## src/design/lpc_pkg.sv

```systemverilog
// Shared types, constants and AES helper functions for the payload cipher.
`timescale 1ns / 1ps
package lpc_pkg;

	localparam int BLOCK_BYTES = 16;
	localparam int POS_W = $clog2(BLOCK_BYTES);
	localparam int QUEUE_DEPTH = 4;
	localparam int AES_ROUNDS = 10;
	localparam int ROUND_W = $clog2(AES_ROUNDS + 1);

	localparam logic [1:0] REG_KEY_HIGH = 2'd0;
	localparam logic [1:0] REG_KEY_LOW = 2'd1;

	localparam logic [7:0] A_TAG = 8'h01;
	localparam logic [7:0] A_PAD = 8'h00;

	typedef struct packed {
		logic [7:0]  payload_byte;
		logic        first_of_frame;
		logic        direction;
		logic [31:0] device_address;
		logic [31:0] frame_counter;
		logic        last_of_frame;
	} in_beat_t;

	typedef struct packed {
		logic [7:0] cipher_byte;
		logic       last_out;
	} out_beat_t;

	typedef struct packed {
		logic [7:0]       data;
		logic             last;
		logic             fresh;
		logic [POS_W-1:0] pos;
		logic             dir;
		logic [31:0]      addr;
		logic [31:0]      fcnt;
		logic [7:0]       blk_num;
	} job_t;

	typedef struct packed {
		logic busy;
		logic done;
	} aes_stat_t;

	localparam logic [7:0] SBOX [256] = '{
	8'h63,8'h7c,8'h77,8'h7b,8'hf2,8'h6b,8'h6f,8'hc5,8'h30,8'h01,8'h67,8'h2b,8'hfe,8'hd7,8'hab,8'h76,
	8'hca,8'h82,8'hc9,8'h7d,8'hfa,8'h59,8'h47,8'hf0,8'had,8'hd4,8'ha2,8'haf,8'h9c,8'ha4,8'h72,8'hc0,
	8'hb7,8'hfd,8'h93,8'h26,8'h36,8'h3f,8'hf7,8'hcc,8'h34,8'ha5,8'he5,8'hf1,8'h71,8'hd8,8'h31,8'h15,
	8'h04,8'hc7,8'h23,8'hc3,8'h18,8'h96,8'h05,8'h9a,8'h07,8'h12,8'h80,8'he2,8'heb,8'h27,8'hb2,8'h75,
	8'h09,8'h83,8'h2c,8'h1a,8'h1b,8'h6e,8'h5a,8'ha0,8'h52,8'h3b,8'hd6,8'hb3,8'h29,8'he3,8'h2f,8'h84,
	8'h53,8'hd1,8'h00,8'hed,8'h20,8'hfc,8'hb1,8'h5b,8'h6a,8'hcb,8'hbe,8'h39,8'h4a,8'h4c,8'h58,8'hcf,
	8'hd0,8'hef,8'haa,8'hfb,8'h43,8'h4d,8'h33,8'h85,8'h45,8'hf9,8'h02,8'h7f,8'h50,8'h3c,8'h9f,8'ha8,
	8'h51,8'ha3,8'h40,8'h8f,8'h92,8'h9d,8'h38,8'hf5,8'hbc,8'hb6,8'hda,8'h21,8'h10,8'hff,8'hf3,8'hd2,
	8'hcd,8'h0c,8'h13,8'hec,8'h5f,8'h97,8'h44,8'h17,8'hc4,8'ha7,8'h7e,8'h3d,8'h64,8'h5d,8'h19,8'h73,
	8'h60,8'h81,8'h4f,8'hdc,8'h22,8'h2a,8'h90,8'h88,8'h46,8'hee,8'hb8,8'h14,8'hde,8'h5e,8'h0b,8'hdb,
	8'he0,8'h32,8'h3a,8'h0a,8'h49,8'h06,8'h24,8'h5c,8'hc2,8'hd3,8'hac,8'h62,8'h91,8'h95,8'he4,8'h79,
	8'he7,8'hc8,8'h37,8'h6d,8'h8d,8'hd5,8'h4e,8'ha9,8'h6c,8'h56,8'hf4,8'hea,8'h65,8'h7a,8'hae,8'h08,
	8'hba,8'h78,8'h25,8'h2e,8'h1c,8'ha6,8'hb4,8'hc6,8'he8,8'hdd,8'h74,8'h1f,8'h4b,8'hbd,8'h8b,8'h8a,
	8'h70,8'h3e,8'hb5,8'h66,8'h48,8'h03,8'hf6,8'h0e,8'h61,8'h35,8'h57,8'hb9,8'h86,8'hc1,8'h1d,8'h9e,
	8'he1,8'hf8,8'h98,8'h11,8'h69,8'hd9,8'h8e,8'h94,8'h9b,8'h1e,8'h87,8'he9,8'hce,8'h55,8'h28,8'hdf,
	8'h8c,8'ha1,8'h89,8'h0d,8'hbf,8'he6,8'h42,8'h68,8'h41,8'h99,8'h2d,8'h0f,8'hb0,8'h54,8'hbb,8'h16
	};

	function automatic logic [7:0] rcon(input logic [ROUND_W-1:0] r);
		logic [7:0] v;
		case (r)
			4'd1: v = 8'h01;
			4'd2: v = 8'h02;
			4'd3: v = 8'h04;
			4'd4: v = 8'h08;
			4'd5: v = 8'h10;
			4'd6: v = 8'h20;
			4'd7: v = 8'h40;
			4'd8: v = 8'h80;
			4'd9: v = 8'h1b;
			4'd10: v = 8'h36;
			default: v = 8'h00;
		endcase
		return v;
	endfunction

	function automatic logic [7:0] xt(input logic [7:0] v);
		return {v[6:0], 1'b0} ^ (v[7] ? 8'h1b : 8'h00);
	endfunction

	function automatic logic [7:0] get_b(input logic [127:0] v, input int i);
		return v[127 - 8*i -: 8];
	endfunction

	function automatic logic [127:0] key_next(input logic [127:0] rk, input logic [7:0] rc);
		logic [31:0] w0, w1, w2, w3, t;
		w0 = rk[127:96];
		w1 = rk[95:64];
		w2 = rk[63:32];
		w3 = rk[31:0];
		t = {SBOX[w3[23:16]] ^ rc, SBOX[w3[15:8]], SBOX[w3[7:0]], SBOX[w3[31:24]]};
		w0 = w0 ^ t;
		w1 = w1 ^ w0;
		w2 = w2 ^ w1;
		w3 = w3 ^ w2;
		return {w0, w1, w2, w3};
	endfunction

	function automatic logic [127:0] round_fn(input logic [127:0] s, input logic final_rnd);
		logic [7:0] t [16];
		logic [7:0] a0, a1, a2, a3, all;
		logic [127:0] r;
		for (int c = 0; c < 4; c++) begin
			for (int k = 0; k < 4; k++) begin
				t[k + 4*c] = SBOX[get_b(s, k + 4*((c + k) & 3))];
			end
		end
		if (!final_rnd) begin
			for (int c = 0; c < 4; c++) begin
				a0 = t[4*c];
				a1 = t[4*c + 1];
				a2 = t[4*c + 2];
				a3 = t[4*c + 3];
				all = a0 ^ a1 ^ a2 ^ a3;
				t[4*c] = a0 ^ all ^ xt(a0 ^ a1);
				t[4*c + 1] = a1 ^ all ^ xt(a1 ^ a2);
				t[4*c + 2] = a2 ^ all ^ xt(a2 ^ a3);
				t[4*c + 3] = a3 ^ all ^ xt(a3 ^ a0);
			end
		end
		for (int i = 0; i < 16; i++) begin
			r[127 - 8*i -: 8] = t[i];
		end
		return r;
	endfunction

endpackage

```

## src/design/lpc_queue.sv

```systemverilog
// Short job queue between the front end and the keystream back end.
`timescale 1ns / 1ps
module lpc_queue import lpc_pkg::*; #(
	parameter int DEPTH = QUEUE_DEPTH
) (
	input  logic clk,
	input  logic arst_n,
	input  logic push,
	input  job_t push_job,
	output logic not_full,
	input  logic pop,
	output logic not_empty,
	output job_t head
);

	localparam int PTR_W = (DEPTH > 1) ? $clog2(DEPTH) : 1;
	localparam int CNT_W = $clog2(DEPTH + 1);

	job_t             mem_q [DEPTH];
	logic [PTR_W-1:0] wr_q, rd_q;
	logic [CNT_W-1:0] cnt_q;

	assign not_full = (cnt_q != CNT_W'(DEPTH));
	assign not_empty = (cnt_q != '0);
	assign head = mem_q[rd_q];

	always_ff @(posedge clk) begin
		if (push) begin
			mem_q[wr_q] <= push_job;
		end
	end

	always_ff @(posedge clk or negedge arst_n) begin
		if (!arst_n) begin
			wr_q <= '0;
			rd_q <= '0;
			cnt_q <= '0;
		end else begin
			if (push) begin
				wr_q <= (wr_q == PTR_W'(DEPTH - 1)) ? '0 : wr_q + 1'b1;
			end
			if (pop) begin
				rd_q <= (rd_q == PTR_W'(DEPTH - 1)) ? '0 : rd_q + 1'b1;
			end
			if (push && !pop) begin
				cnt_q <= cnt_q + 1'b1;
			end else if (pop && !push) begin
				cnt_q <= cnt_q - 1'b1;
			end
		end
	end

endmodule

```

## config.mk

```make
export PLATFORM = sky130hd
export DESIGN_NAME = lpc_queue
export DESIGN_NICKNAME = d
export VERILOG_FILES = /design/src/design/lpc_pkg.sv /design/src/design/lpc_queue.sv
export SDC_FILE = /design/constraint.sdc
export NUM_CORES = 1
export LEC_CHECK = 0
export ABC_AREA = 1
export BUFFER_PORTS_ARGS = -buffer_cell sky130_fd_sc_hd__buf_2
export CORE_ASPECT_RATIO = 1.2
export CORE_UTILIZATION = 50
export CTS_BUF_LIST = sky130_fd_sc_hd__clkbuf_8
export CTS_CLUSTER_DIAMETER = 30
export DETAILED_ROUTE_END_ITERATION = 10
export PLACE_DENSITY = 0.71
export SLEW_MARGIN = 10
export SYNTH_ARGS = -nofsm -noshare
export SYNTH_HDL_FRONTEND = slang
export SYNTH_SLANG_ARGS = --single-unit
```

## constraint.sdc

```tcl
create_clock -name clk -period 3.03 [get_ports clk]
set_input_delay 0.4545 -clock clk [delete_from_list [all_inputs] [get_ports clk]]
set_output_delay 0.4545 -clock clk [all_outputs]
set_load 0.02 [all_outputs]
```

==> load_flow_metrics.sql <==
INSERT INTO impl_metrics (metric_group, metric, value, unit) VALUES
('clocking', 'cts_num_sinks', '355', ''),
('drt', 'number_of_detailed_routing_iterations_run_before_antenna_repair', '6', ''),
('global_route', 'use_met1', '21.6', '%'),
('timing', 'drv_slew', '0', ''),
('hold_path', 'hold_path_class', 'in2reg', ''),
('layout', 'final_cell_mix', 'sky130_fd_sc_hd__edfxtp_1 (348), sky130_fd_sc_hd__nand2_1 (274), sky130_fd_sc_hd__inv_1 (195)', ''),
('clocking', 'tritoncts', 'built', ''),
('placed_design', 'gp_congestion', '0.749', ''),
('run_status', 'status', 'completed', ''),
('logic_synthesis', 'synth.top_cell.area_share', '73.5', '%'),
('drt', 'drtIter0Drc', '356', ''),
('logic_synthesis', 'synth_top_cell_by_area', 'sky130_fd_sc_hd__edfxtp_1', ''),
('clocking', 'cts_resized', '0', ''),
('setup_path', 'worstPathMaxFanout', '90', ''),
('layout', 'finish.cell_count_without_fillers', '1683', ''),
('drt', 'drc_errors', '0', ''),
('clocking', 'h-tree-depth', '2', ''),
('die', 'initial_utilization', '50.9', '%'),
('setup_path', 'worst_path_most_repeated_cell', 'sky130_fd_sc_hd__nand2_1', ''),
('global_route', 'first_global_vias', '8536', ''),
('setup_path', 'capturing_element_type_of_the_critical_path', 'output port', ''),
('logic_synthesis', 'per_instance_average_area_after_synthesis', '13.3', 'sq um'),
('layout', 'layout.cells.most_common', 'sky130_fd_sc_hd__edfxtp_1', ''),
('layout', 'area_of_the_multi_input_gates', '0.00249', 'sq mm'),
('logic_synthesis', 'seq_total_area_yosys', '74.7', '%'),
('die', 'core.rowCount', '67', ''),
('setup_path', 'crit_chain', 'inv_8 -> buf_4 -> nand2_1 -> o211ai_1 -> nand2_1 -> buf_2', ''),
('global_route', 'gr-max-usage-layer', 'met2', ''),
('setup_path', 'setup.worst_path.start', 'rd_q[0]', ''),
('hold_path', 'timing.hold.worst_path_depth', '1', ''),
('clocking', 'root_buffer', 'sky130_fd_sc_hd__clkbuf_8', ''),
('setup_path', 'worst-r2r-setup-slack', '1.17', 'ns'),
('setup_path', 'cpMaxStageDelayCell', 'sky130_fd_sc_hd__dfrtp_1', ''),
('hold_path', 'worst_hold_startpoint', 'push_job[50]', ''),
('drt', 'wl_per_cell', '15.7', 'um'),
('timing', 'rsz0062_at_grt', 'no', ''),
('placed_design', 'placedCellCount', '1587', ''),
('drt', 'vias', '8428', ''),
('global_route', 'global_route_usage_over_all_layers', '18.8', '%'),
('clocking', 'cts_inserted_buffers', '55', ''),
('setup_path', 'max_stage_delay', '0.46', 'ns'),
('die', 'die_w', '156', 'um'),
('timing', 'maxSlewHeadroom', '61.5', '%'),
('die', 'placeableCoreArea', '0.0279', 'sq mm'),
('pwr', 'totalPowerFinal', '15.4', 'mW'),
('timing', 'fin_worst_skew', '0.0153', 'ns'),
('setup_path', 'worstSetupStartpointType', 'register', ''),
('die', 'die_area', '0.0291', 'sq mm'),
('layout', 'final.fill_count', '2188', ''),
('pwr', 'vdd.ir_drop.worst', '0.641', 'mV'),
('global_route', 'grt_overflow', '0', ''),
('logic_synthesis', 'count_of_synthesis_stage_warnings_from_yosys', '0', ''),
('setup_path', 'critical_path.reg2reg.endpoint', 'mem_q[0][26]', ''),
('global_route', 'use_met3', '4.78', '%'),
('global_route', 'grt_pass1_wl', '42400', 'um'),
('setup_path', 'rr_worst_depth', '5', ''),
('clocking', 'postCtsSetupBuffers', '0', ''),
('logic_synthesis', 'synth_seq_cells', '355', ''),
('pwr', 'p_leak', '6.73', 'nW'),
('timing', 'tns', '0', 'ns'),
('setup_path', 'critPathKind', 'reg2out', ''),
('clocking', 'clk_path_buf_depth', '3', ''),
('clocking', 'worst_skew_pair.late_latency', '0.57', 'ns'),
('global_route', 'maximum_number_of_pins_on_one_net_before_global_route_repair', '91', ''),
('timing', 'finalSetupViolCount', '0', ''),
('drt', 'ant_nets', '0', ''),
('placed_design', 'port_buffers', '179', ''),
('logic_synthesis', 'synth_area', '0.0142', 'sq mm'),
('logic_synthesis', 'ys_top_cells_by_area', 'sky130_fd_sc_hd__edfxtp_1 (73%), sky130_fd_sc_hd__o211ai_1 (9.2%), sky130_fd_sc_hd__nand2_1 (7.2%), sky130_fd_sc_hd__inv_1 (4.9%), sky130_fd_sc_hd__dfrtp_1 (1.2%)', ''),
('timing', 'final.period_utilization', '91.5', '%'),
('timing', 'fmax', '0.361', 'GHz');
cell families (layout without fill, tap and decap cells):
family	after synthesis	count (layout)	share of synthesized area [%]
XOR/XNOR	1	1	0.0616
buffers and inverters	246	481	7.74
AO/OA/AOI/OAI	179	179	9.36
adder cells (fa/ha/maj)	7	7	0.669
flip-flops	355	355	74.7
other	0	1	0
AND/OR/NAND/NOR	280	280	7.44
through the flow:
| stage | utilization, % | cell area (sq um) | hold WS (ns) | setup slack, ns |
|---|---|---|---|---|
| after floorplan | - | 14200 | 0.159 | 0.246 |
| after global placement | 55.4 | 15500 | 0.303 | 0.952 |
| after detailed placement | 55.4 | 15500 | 0.305 | 0.883 |
| after CTS | 59.0 | 16500 | 0.0481 | 0.240 |
| after global routing | 59.0 | 16500 | 0.0568 | 0.0727 |
| final | 59.0 | 16500 | 0.0900 | 0.256 |
where the power goes:
| group | switching, mW | total [mW] | internal [mW] |
|---|---|---|---|
| combinational | 3.70 | 5.28 | 1.59 |
| sequential | 0.202 | 6.50 | 6.29 |
| clock | 1.73 | 3.60 | 1.87 |
| total | 5.63 | 15.4 | 9.75 |
worst max-delay path, delay by kind of cell, from the launching register on:
kind,cells,cell delay (ns)
and+or+nand+nor,2,0.19
AOI/OAI and AO/OA,1,0.10
DFF,1,0.46
buffers and inverters,3,0.91
repair_timing:
item                                   CTS  global route
endpoints found under the hold margin    7             0
hold buffers                             1             0
setup endpoints to repair                0             0
worst max path at each step:
stage                        endpoint  slack (ns)  cells after the start
after floorplan           mem_q[2][0]        0.25                      4
after global placement       head[73]        0.95                      6
after detailed placement     head[63]        0.88                      6
after CTS                    head[63]        0.24                      6
after global routing         head[63]        0.07                      6
final                        head[63]        0.26                      6
flip-flops by register name, summed over array words and instances, names as in the netlist:
name / cells
mem_q: 348
cnt_q: 3
wr_q: 2
rd_q: 2
cells in the mapped netlist (all sizes together):
| master | instances |
|---|---|
| edfxtp | 348 |
| nand4 | 1 |
| xnor2 | 1 |
| o21ai | 5 |
| inv | 189 |
| nand3 | 3 |
| fa | 1 |
| buf | 52 |
| nand2 | 274 |
| o211ai | 174 |
| nor2 | 2 |
| dfrtp | 7 |
| clkbuf | 5 |
| ha | 6 |
metal layers:
layer | vias up | routed length (um)
met5 | - | 25
met2 | 219 | 13300
met4 | 4 | 670
li1 | 4137 | -
met1 | 4006 | 10700
met3 | 62 | 1740
final cells by class:
| type | count | share of cell area, % |
|---|---|---|
| Timing Repair Buffer | 198 | 6.93 |
| Tap cell | 379 | 2.88 |
| Antenna cell | 1 | 0.0152 |
| Clock buffer | 55 | 4.60 |
| Inverter | 189 | 4.43 |
| Sequential cell | 355 | 64.6 |
| Clock inverter | 39 | 1.42 |
| Multi-Input combinational cell | 467 | 15.1 |
Note: power is estimated with default switching activity, not from simulation.
