$ cat src/design/lpc_pkg.sv
// Shared types, constants and AES helper functions for the payload cipher.
`timescale 1ns / 1ps
package lpc_pkg;

	localparam int BLOCK_BYTES = 16;
	localparam int POS_W = $clog2(BLOCK_BYTES);
	localparam int QUEUE_DEPTH = 4;
	localparam int AES_ROUNDS = 10;
	localparam int ROUND_W = $clog2(AES_ROUNDS + 1);

	localparam logic [1:0] REG_KEY_HIGH = 2'd0;
	localparam logic [1:0] REG_KEY_LOW = 2'd1;

	localparam logic [7:0] A_TAG = 8'h01;
	localparam logic [7:0] A_PAD = 8'h00;

	typedef struct packed {
		logic [7:0]  payload_byte;
		logic        first_of_frame;
		logic        direction;
		logic [31:0] device_address;
		logic [31:0] frame_counter;
		logic        last_of_frame;
	} in_beat_t;

	typedef struct packed {
		logic [7:0] cipher_byte;
		logic       last_out;
	} out_beat_t;

	typedef struct packed {
		logic [7:0]       data;
		logic             last;
		logic             fresh;
		logic [POS_W-1:0] pos;
		logic             dir;
		logic [31:0]      addr;
		logic [31:0]      fcnt;
		logic [7:0]       blk_num;
	} job_t;

	typedef struct packed {
		logic busy;
		logic done;
	} aes_stat_t;

	localparam logic [7:0] SBOX [256] = '{
	8'h63,8'h7c,8'h77,8'h7b,8'hf2,8'h6b,8'h6f,8'hc5,8'h30,8'h01,8'h67,8'h2b,8'hfe,8'hd7,8'hab,8'h76,
	8'hca,8'h82,8'hc9,8'h7d,8'hfa,8'h59,8'h47,8'hf0,8'had,8'hd4,8'ha2,8'haf,8'h9c,8'ha4,8'h72,8'hc0,
	8'hb7,8'hfd,8'h93,8'h26,8'h36,8'h3f,8'hf7,8'hcc,8'h34,8'ha5,8'he5,8'hf1,8'h71,8'hd8,8'h31,8'h15,
	8'h04,8'hc7,8'h23,8'hc3,8'h18,8'h96,8'h05,8'h9a,8'h07,8'h12,8'h80,8'he2,8'heb,8'h27,8'hb2,8'h75,
	8'h09,8'h83,8'h2c,8'h1a,8'h1b,8'h6e,8'h5a,8'ha0,8'h52,8'h3b,8'hd6,8'hb3,8'h29,8'he3,8'h2f,8'h84,
	8'h53,8'hd1,8'h00,8'hed,8'h20,8'hfc,8'hb1,8'h5b,8'h6a,8'hcb,8'hbe,8'h39,8'h4a,8'h4c,8'h58,8'hcf,
	8'hd0,8'hef,8'haa,8'hfb,8'h43,8'h4d,8'h33,8'h85,8'h45,8'hf9,8'h02,8'h7f,8'h50,8'h3c,8'h9f,8'ha8,
	8'h51,8'ha3,8'h40,8'h8f,8'h92,8'h9d,8'h38,8'hf5,8'hbc,8'hb6,8'hda,8'h21,8'h10,8'hff,8'hf3,8'hd2,
	8'hcd,8'h0c,8'h13,8'hec,8'h5f,8'h97,8'h44,8'h17,8'hc4,8'ha7,8'h7e,8'h3d,8'h64,8'h5d,8'h19,8'h73,
	8'h60,8'h81,8'h4f,8'hdc,8'h22,8'h2a,8'h90,8'h88,8'h46,8'hee,8'hb8,8'h14,8'hde,8'h5e,8'h0b,8'hdb,
	8'he0,8'h32,8'h3a,8'h0a,8'h49,8'h06,8'h24,8'h5c,8'hc2,8'hd3,8'hac,8'h62,8'h91,8'h95,8'he4,8'h79,
	8'he7,8'hc8,8'h37,8'h6d,8'h8d,8'hd5,8'h4e,8'ha9,8'h6c,8'h56,8'hf4,8'hea,8'h65,8'h7a,8'hae,8'h08,
	8'hba,8'h78,8'h25,8'h2e,8'h1c,8'ha6,8'hb4,8'hc6,8'he8,8'hdd,8'h74,8'h1f,8'h4b,8'hbd,8'h8b,8'h8a,
	8'h70,8'h3e,8'hb5,8'h66,8'h48,8'h03,8'hf6,8'h0e,8'h61,8'h35,8'h57,8'hb9,8'h86,8'hc1,8'h1d,8'h9e,
	8'he1,8'hf8,8'h98,8'h11,8'h69,8'hd9,8'h8e,8'h94,8'h9b,8'h1e,8'h87,8'he9,8'hce,8'h55,8'h28,8'hdf,
	8'h8c,8'ha1,8'h89,8'h0d,8'hbf,8'he6,8'h42,8'h68,8'h41,8'h99,8'h2d,8'h0f,8'hb0,8'h54,8'hbb,8'h16
	};

	function automatic logic [7:0] rcon(input logic [ROUND_W-1:0] r);
		logic [7:0] v;
		case (r)
			4'd1: v = 8'h01;
			4'd2: v = 8'h02;
			4'd3: v = 8'h04;
			4'd4: v = 8'h08;
			4'd5: v = 8'h10;
			4'd6: v = 8'h20;
			4'd7: v = 8'h40;
			4'd8: v = 8'h80;
			4'd9: v = 8'h1b;
			4'd10: v = 8'h36;
			default: v = 8'h00;
		endcase
		return v;
	endfunction

	function automatic logic [7:0] xt(input logic [7:0] v);
		return {v[6:0], 1'b0} ^ (v[7] ? 8'h1b : 8'h00);
	endfunction

	function automatic logic [7:0] get_b(input logic [127:0] v, input int i);
		return v[127 - 8*i -: 8];
	endfunction

	function automatic logic [127:0] key_next(input logic [127:0] rk, input logic [7:0] rc);
		logic [31:0] w0, w1, w2, w3, t;
		w0 = rk[127:96];
		w1 = rk[95:64];
		w2 = rk[63:32];
		w3 = rk[31:0];
		t = {SBOX[w3[23:16]] ^ rc, SBOX[w3[15:8]], SBOX[w3[7:0]], SBOX[w3[31:24]]};
		w0 = w0 ^ t;
		w1 = w1 ^ w0;
		w2 = w2 ^ w1;
		w3 = w3 ^ w2;
		return {w0, w1, w2, w3};
	endfunction

	function automatic logic [127:0] round_fn(input logic [127:0] s, input logic final_rnd);
		logic [7:0] t [16];
		logic [7:0] a0, a1, a2, a3, all;
		logic [127:0] r;
		for (int c = 0; c < 4; c++) begin
			for (int k = 0; k < 4; k++) begin
				t[k + 4*c] = SBOX[get_b(s, k + 4*((c + k) & 3))];
			end
		end
		if (!final_rnd) begin
			for (int c = 0; c < 4; c++) begin
				a0 = t[4*c];
				a1 = t[4*c + 1];
				a2 = t[4*c + 2];
				a3 = t[4*c + 3];
				all = a0 ^ a1 ^ a2 ^ a3;
				t[4*c] = a0 ^ all ^ xt(a0 ^ a1);
				t[4*c + 1] = a1 ^ all ^ xt(a1 ^ a2);
				t[4*c + 2] = a2 ^ all ^ xt(a2 ^ a3);
				t[4*c + 3] = a3 ^ all ^ xt(a3 ^ a0);
			end
		end
		for (int i = 0; i < 16; i++) begin
			r[127 - 8*i -: 8] = t[i];
		end
		return r;
	endfunction

endpackage

$ cat src/design/lpc_front.sv
// Front end: accepts payload beats, tracks frame position and queues classified jobs.
`timescale 1ns / 1ps
module lpc_front import lpc_pkg::*; (
	input  logic     clk,
	input  logic     arst_n,
	input  logic     in_valid,
	input  in_beat_t in_data,
	input  logic     push_ok,
	output logic     push,
	output job_t     job
);

	logic [POS_W-1:0] pos_q, pos_e, pos_n;
	logic [7:0]       idx_q, idx_e;
	logic             dir_q, dir_e;
	logic [31:0]      addr_q, addr_e, ctr_q, ctr_e;

	assign push = in_valid && push_ok;

	always_comb begin
		if (in_data.first_of_frame) begin
			pos_e = '0;
			idx_e = '0;
			dir_e = in_data.direction;
			addr_e = in_data.device_address;
			ctr_e = in_data.frame_counter;
		end else begin
			pos_e = pos_q;
			idx_e = idx_q;
			dir_e = dir_q;
			addr_e = addr_q;
			ctr_e = ctr_q;
		end
		pos_n = pos_e + 1'b1;
		job.data = in_data.payload_byte;
		job.last = in_data.last_of_frame;
		job.fresh = (pos_e == '0);
		job.pos = pos_e;
		job.dir = dir_e;
		job.addr = addr_e;
		job.fcnt = ctr_e;
		job.blk_num = idx_e + 8'd1;
	end

	always_ff @(posedge clk or negedge arst_n) begin
		if (!arst_n) begin
			pos_q <= '0;
			idx_q <= '0;
			dir_q <= 1'b0;
			addr_q <= '0;
			ctr_q <= '0;
		end else if (push) begin
			dir_q <= dir_e;
			addr_q <= addr_e;
			ctr_q <= ctr_e;
			if (in_data.last_of_frame) begin
				pos_q <= '0;
				idx_q <= '0;
			end else begin
				pos_q <= pos_n;
				idx_q <= (pos_n == '0) ? idx_e + 8'd1 : idx_e;
			end
		end
	end

endmodule

$ cat config.mk
export PLATFORM = sky130hd
export DESIGN_NAME = lpc_front
export DESIGN_NICKNAME = d
export VERILOG_FILES = /design/src/design/lpc_pkg.sv /design/src/design/lpc_front.sv
export SDC_FILE = /design/constraint.sdc
export NUM_CORES = 1
export LEC_CHECK = 0
export BUFFER_PORTS_ARGS = -buffer_cell sky130_fd_sc_hd__buf_2
export CAP_MARGIN = 15
export CELL_PAD_IN_SITES_DETAIL_PLACEMENT = 0
export CELL_PAD_IN_SITES_GLOBAL_PLACEMENT = 1
export CORE_MARGIN = 2
export CORE_UTILIZATION = 38
export CTS_CLUSTER_SIZE = 14
export DETAILED_ROUTE_END_ITERATION = 6
export PLACE_DENSITY_LB_ADDON = 0.1
export SLEW_MARGIN = 30
export SYNTH_ARGS = -nofsm -noshare
export SYNTH_HDL_FRONTEND = slang
export SYNTH_SLANG_ARGS = --single-unit
$ cat constraint.sdc
create_clock -name clk -period 5.45 [get_ports clk]
set_input_delay 0.2725 -clock clk [delete_from_list [all_inputs] [get_ports clk]]
set_output_delay 0.2725 -clock clk [all_outputs]
set_load 0.02 [all_outputs]
==> flow_summary.toml, run 1 <==
[detailed_routing]
vias = 3479
drt_iter0_drc = 131
drt-total-wl_um = 9950
wl_per_cell_um = 13.6
avgViaCountPerCell = 4.75
firstDrtPassIters = 4
drtAntennaViolNets = 0
drc_errors = 0

[synth]
ys.flop_type = "dfrtp_1"
syn_area_um2 = 4160
seq_area_frac_synth = 0.463
async_flop_share = 1.00
yosys_warnings = 0
synthCells = 459
synth.avg_cell_area_um2 = 9.07
ys_types = 44
synth_edf_count = 0
synth_fp_nets = 541
synth-seq-cells = 77

[setup_path]
timing.rr.end = "idx_q[6]$_DFFE_PN0P_"
cp-start-kind = "input pin"
end_kind = "output port"
ff2ff_setup_slack_ns = 3.47
r2r_cells = 6
r2r_start = "idx_q[0]$_DFFE_PN0P_"
crit_arrival_ns = 2.68
crit_type = "input pin to output port"
critPathMaxFanout = 83
required_ns = 5.18

[cells_and_area]
drive_above_1_share = 0.410
n_antenna_cell = 0
layout_commonest_cell = "nand2_1"
mostFrequentLayoutCells = "nand2_1, buf_2, dfrtp_1, mux2_2, clkbuf_8"
nets = 671
area_growth_pct = 24.2
finalInstanceArea_um2 = 5170

[clock_tree]
clock_latency_ns = 0.34
clk_transition_reported_paths_ns = 0.08
cts_sinks = 77
cts_buffer_depth = 2
root_buffer = "clkbuf_8"
cts_htree_levels = 3
cts_tree = "done"
post_cts_buffers = 0
cts_buffers = 9

[hold_path]
hp-start = "in_data[30]"
holdPathEnd = "ctr_q[29]$_DFFE_PN0P_"
hold_class = "input pin to flip-flop"
whs_path_depth = 4

[placement]
post-dp-hpwl_um = 6650
pre_cts_ws_ns = 2.78
port_buffers = 150
gp_congestion = 0.762
dpl_cell_area_um2 = 4930

[sta]
hold_viol = 0
period_share = 0.542
slew_violations = 0
finalSetupTns_ns = 0
rsz0062_at_grt = "false"
maxClockFrequency_mhz = 338
tightest_slew_ns = 0.858
relSlewSlack = 0.428
finClkSkew_ns = 0.00809
fin_ws_ns = 2.49
period_needed_ns = 2.96
finalSetupViolCount = 0

[power]
cellLeakagePower_nw = 2.77
powerDensity_nw_per_um2 = 306
ir_drop_v = 0.000158

[die]
core_area_um2 = 10700
fp.dieW_um = 109
dieArea_um2 = 11800
io_pins = 167
initial_core_util = 0.387
dieHeight_um = 109
num_rows = 38

[global_route]
antenna_found_initial = 0
grt_max_degree = 84
grt_pass1_vias = 3365
grt.overflow.total = 0
grt_pass1_wl_um = 16000
grtUsageTotal = 0.173

[outcome]
outcome = "finished, final reports clean"

[run]
drv_cap = 0
## layout make-up
class,count,area [um2]
Fill cell,1063,5580
Multi-Input combinational cell,341,2030
Sequential cell,77,1930
Timing Repair Buffer,154,792
Tap cell,140,175
Clock buffer,12,155
Clock inverter,3,68.8
Inverter,6,23.8
## routing by layer
metal	GRT usage	vias to the layer above	wire [um]
li1	-	1754	-
met1	0.224	1629	4500
met2	0.280	82	4760
met3	0.0383	14	556
met4	0.0733	0	138
met5	0	-	0
## worst max-delay path by stage
stage / start / to / slack, ns / depth (start not counted)
after floorplan: in_data[66] / idx_q[5]$_DFFE_PN0P_ / 3.25 / 10
after global placement: in_valid / push / 2.77 / 6
after detailed placement: in_valid / push / 2.78 / 6
after CTS: in_valid / push / 2.78 / 6
after global routing: in_valid / push / 2.25 / 6
final: in_valid / push / 2.49 / 6
## synthesized netlist by cell type (2+ instances only)
cell	instances	area, um2
nand2_1	206	773
dfrtp_1	77	1930
mux2_2	65	732
buf_4	10	75.1
clkbuf_1	10	37.5
buf_2	9	45.0
nor2_1	7	26.3
nand2b_1	6	37.5
o21ai_0	6	30.0
buf_1	5	18.8
inv_1	5	18.8
nor2b_1	5	31.3
xnor2_1	5	43.8
a21oi_1	3	15.0
ha_1	3	37.5
a32oi_1	2	17.5
nand3_1	2	10.0
nand3_4	2	35.0
nand3b_1	2	15.0
nor3b_1	2	15.0
o211ai_1	2	15.0
o31ai_1	2	15.0
xor2_1	2	17.5
## sequential cells by signal (all words and copies together) (netlist names)
name / cells
dir_q: 1
pos_q: 4
idx_q: 8
addr_q: 32
ctr_q: 32
## logic make-up (layout without fill, tap and decap cells)
group | after synthesis | in the layout | share of synthesized area
AOI/OAI and AO/OA | 22 | 22 | 0.0358
xor gates and xnor gates | 7 | 7 | 0.0147
adders and majority gates | 3 | 3 | 0.00902
buffers and inverters | 41 | 175 | 0.0505
DFF | 77 | 77 | 0.463
muxes | 66 | 66 | 0.178
and+or+nand+nor | 243 | 243 | 0.249
## where the power goes
group / switching [mW] / internal [mW]
Combinational: 0.237 / 0.159
Clock: 0.206 / 0.282
Sequential: 0.0435 / 0.653
Total: 0.486 / 1.09
## through the flow
stage	hold WS, ns	utilization	power (mW)	std cells
global placement	0.453	0.459	1.10	717
CTS	0.234	0.481	1.61	733
floorplan	-0.0231	-	0.981	459
detailed placement	0.368	0.459	1.11	717
finish	0.257	0.481	1.58	733
global route	0.249	0.481	1.68	733
## timing repair
action | in CTS | in global routing
hold buffers | 1 | 0
resized for setup | 0 | 0
hold endpoints to repair | 77 | 0
## worst max-delay path, stage by stage
cell,delay [ns]
buf_2,0.10
nand2_2,0.05
buf_4,0.67
clkinv_2,0.88
buf_4,0.48
buf_2,0.18
Power figures use the tool's default switching activity.
==> run 2, diff against run 1 <==
Settings changed: ABC_AREA from default to 1, CORE_UTILIZATION 38 to 30.
Clock period 5.45 ns to 2.5 ns, I/O delays scaled along.
==> run 2 against run 1 <==
Against the previous run: via count up 11%; sequential power grew 110%; sequential share of layout area down 0.52 points; worst setup slack worse by 1.9 ns; die area increased by 25%; final area up 1.4%; cell count increased by 20%; combinational power rose by 92%; worst hold slack lost 0.13 ns.
==> flow_summary.toml, run 2 <==
[setup_path]
cp-start-kind = "flip-flop"
crit_arrival_ns = 1.76
required_ns = 2.38
end_kind = "output port"
critPathMaxFanout = 3
crit_type = "flip-flop to output port"
r2r_start = "pos_q[1]$_DFFE_PN0P_"
crit_start = "idx_q[0]$_DFFE_PN0P_"

[die]
num_rows = 42
dieHeight_um = 121
core_area_um2 = 13300
dieArea_um2 = 14800
initial_core_util = 0.310
io_pins = 167
fp.dieW_um = 121

[sta]
hold_viol = 0
period_share = 0.755
period_needed_ns = 1.89
relSlewSlack = 0.515
finClkSkew_ns = 0.00163
finalSetupTns_ns = 0
rsz0062_at_grt = "false"
tightest_slew_ns = 0.728
maxClockFrequency_mhz = 530
whs_ns = 0.131
slew_violations = 0
finalSetupViolCount = 0

[global_route]
grt.overflow.total = 0
grt.busiest_layer = "met2"
met2_usage = 0.233
grtUsageMet3 = 0.0446
antenna_found_initial = 0
grtUsageTotal = 0.146
grt_pass1_vias = 3512
grt_max_degree = 113
grt_pass1_wl_um = 16900
grtUsageMet1 = 0.187

[synth]
synthSimpleGateAreaFrac = 0.209
synthCells = 573
ys.flop_type = "dfrtp_1"
synth.avg_cell_area_um2 = 7.23
synth_edf_count = 0
synth_top_area_share = 0.465
synthAdderAreaFrac = 0.00906
synth_fp_nets = 655
synth_top_cell_by_area = "dfrtp_1"
yosys_warnings = 0
synthXorXnorAreaFrac = 0.00211
synth.most_common_cell = "nand2_1"
ys_types = 25
syn_area_um2 = 4140
synth_compound_area_frac = 0.169
synth_mux_area_frac = 0
async_flop_share = 1.00
synth_commonest_cells = "nand2_1, o21ai_0, inv_1"
synth_top_family_by_area = "simple AND/OR/NAND/NOR gates"
synth.area.top_cells = "dfrtp_1, nand2_1, o21ai_0, inv_1, o21ai_1"
seq_area_frac_synth = 0.465
synth-seq-cells = 77

[cells_and_area]
nets = 780
n_antenna_cell = 0
n_fill_cell = 1455
reg.largest.list = "addr_q (32), ctr_q (32), idx_q (8)"
layout_commonest_cell = "nand2_1"
multiInputGateArea_um2 = 1610
drive_above_1_share = 0.253
regArea_um2 = 1930
mostFrequentLayoutCells = "nand2_1, buf_2, o21ai_0, inv_1, dfrtp_1"
area_growth_pct = 26.6

[placement]
post-dp-hpwl_um = 7170
port_buffers = 150
gp_congestion = 0.759

[power]
ir_drop_v = 0.000357
power_report.internal_total_mw = 2.51
combPwrFrac = 0.214
powerDensity_nw_per_um2 = 678
switching_power_mw = 1.05
cellLeakagePower_nw = 2.80
pwr-share-clk = 0.379
power_frac_seq = 0.407
swShare = 0.295

[clock_tree]
cts_repair_resize_count = 0
clk_transition_reported_paths_ns = 0.06
cts_buffers = 9
cts_sinks = 77
cts_buffer_depth = 2
root_buffer = "clkbuf_16"
clock_latency_ns = 0.33
post_cts_buffers = 0
cts_htree_levels = 3
postCtsHoldBufs = 1
cts_tree = "done"

[outcome]
outcome = "finished, final reports clean"

[detailed_routing]
drt_iter0_drc = 190
avgViaCountPerCell = 4.38
firstDrtPassIters = 4
vias = 3849
drtAntennaViolNets = 0
drt-total-wl_um = 10400
drc_errors = 0
wl_per_cell_um = 11.8

[hold_path]
hold_class = "input pin to flip-flop"
hp-start = "in_data[35]"

[run]
drv_cap = 0
[run 2: power by group through the flow]
stage               Clock, mW  Sequential, mW  Combinational (mW)
finish                   1.35            1.45               0.760
global route             1.44            1.47               0.868
floorplan                   0            1.46               0.524
global placement            0            1.47               0.764
detailed placement          0            1.47               0.772
CTS                      1.40            1.45               0.777
[run 2: per-layer routing]
metal	vias up	wire length, um
li1	2026	-
met1	1714	4840
met2	99	4740
met3	10	659
met4	0	147
met5	-	0
[run 2: cells by family (layout without fill, tap and decap cells)]
group,count (synthesis),after routing
DFF,77,77
xor gates and xnor gates,1,1
AOI/OAI and AO/OA,140,140
and+or+nand+nor,218,218
adders and majority gates,3,3
buffers and inverters,134,264
[run 2: critical path: stages, from the launching register on]
cell and delay (ns):
dfrtp_1 0.37, inv_1 0.06, nor2_1 0.12, ha_1 0.22
nand4_1 0.18, o21ai_0 0.18, nand2_1 0.08, inv_1 0.06
buf_2 0.15
[run 2: final cells by class]
type | instances | share of cell area
clock buffers | 13 | 0.0516
clock inverters | 3 | 0.00812
inverters | 94 | 0.0685
multi-input cells | 362 | 0.308
flip-flops and latches | 77 | 0.368
well taps | 176 | 0.0420
repair buffers | 154 | 0.154
[run 2: final timing paths]
| check | to | slack [ns] | cells after the start |
|---|---|---|---|
| max reg2reg | idx_q[2]$_DFFE_PN0P_ | 0.71 | 10 |
| min in group asynchronous | addr_q[14]$_DFFE_PN0P_ | 0.38 | 2 |
| max in group asynchronous | addr_q[29]$_DFFE_PN0P_ | 1.61 | 2 |
| min | addr_q[2]$_DFFE_PN0P_ | 0.13 | 5 |
| min reg2reg | idx_q[7]$_DFFE_PN0P_ | 0.48 | 2 |
| max | job[6] | 0.61 | 8 |
[run 2: metrics by stage]
step | setup slack [ns] | cell area (um2) | total power, mW | util | instances
2_1_floorplan | 0.826 | 4140 | 1.99 | - | 573
3_3_place_gp | 0.551 | 4910 | 2.23 | 0.368 | 862
3_5_place_dp | 0.578 | 4910 | 2.24 | 0.368 | 862
4_1_cts | 0.565 | 5240 | 3.63 | 0.392 | 879
5_1_grt | 0.409 | 5240 | 3.77 | 0.393 | 879
6_report | 0.612 | 5240 | 3.56 | 0.393 | 879
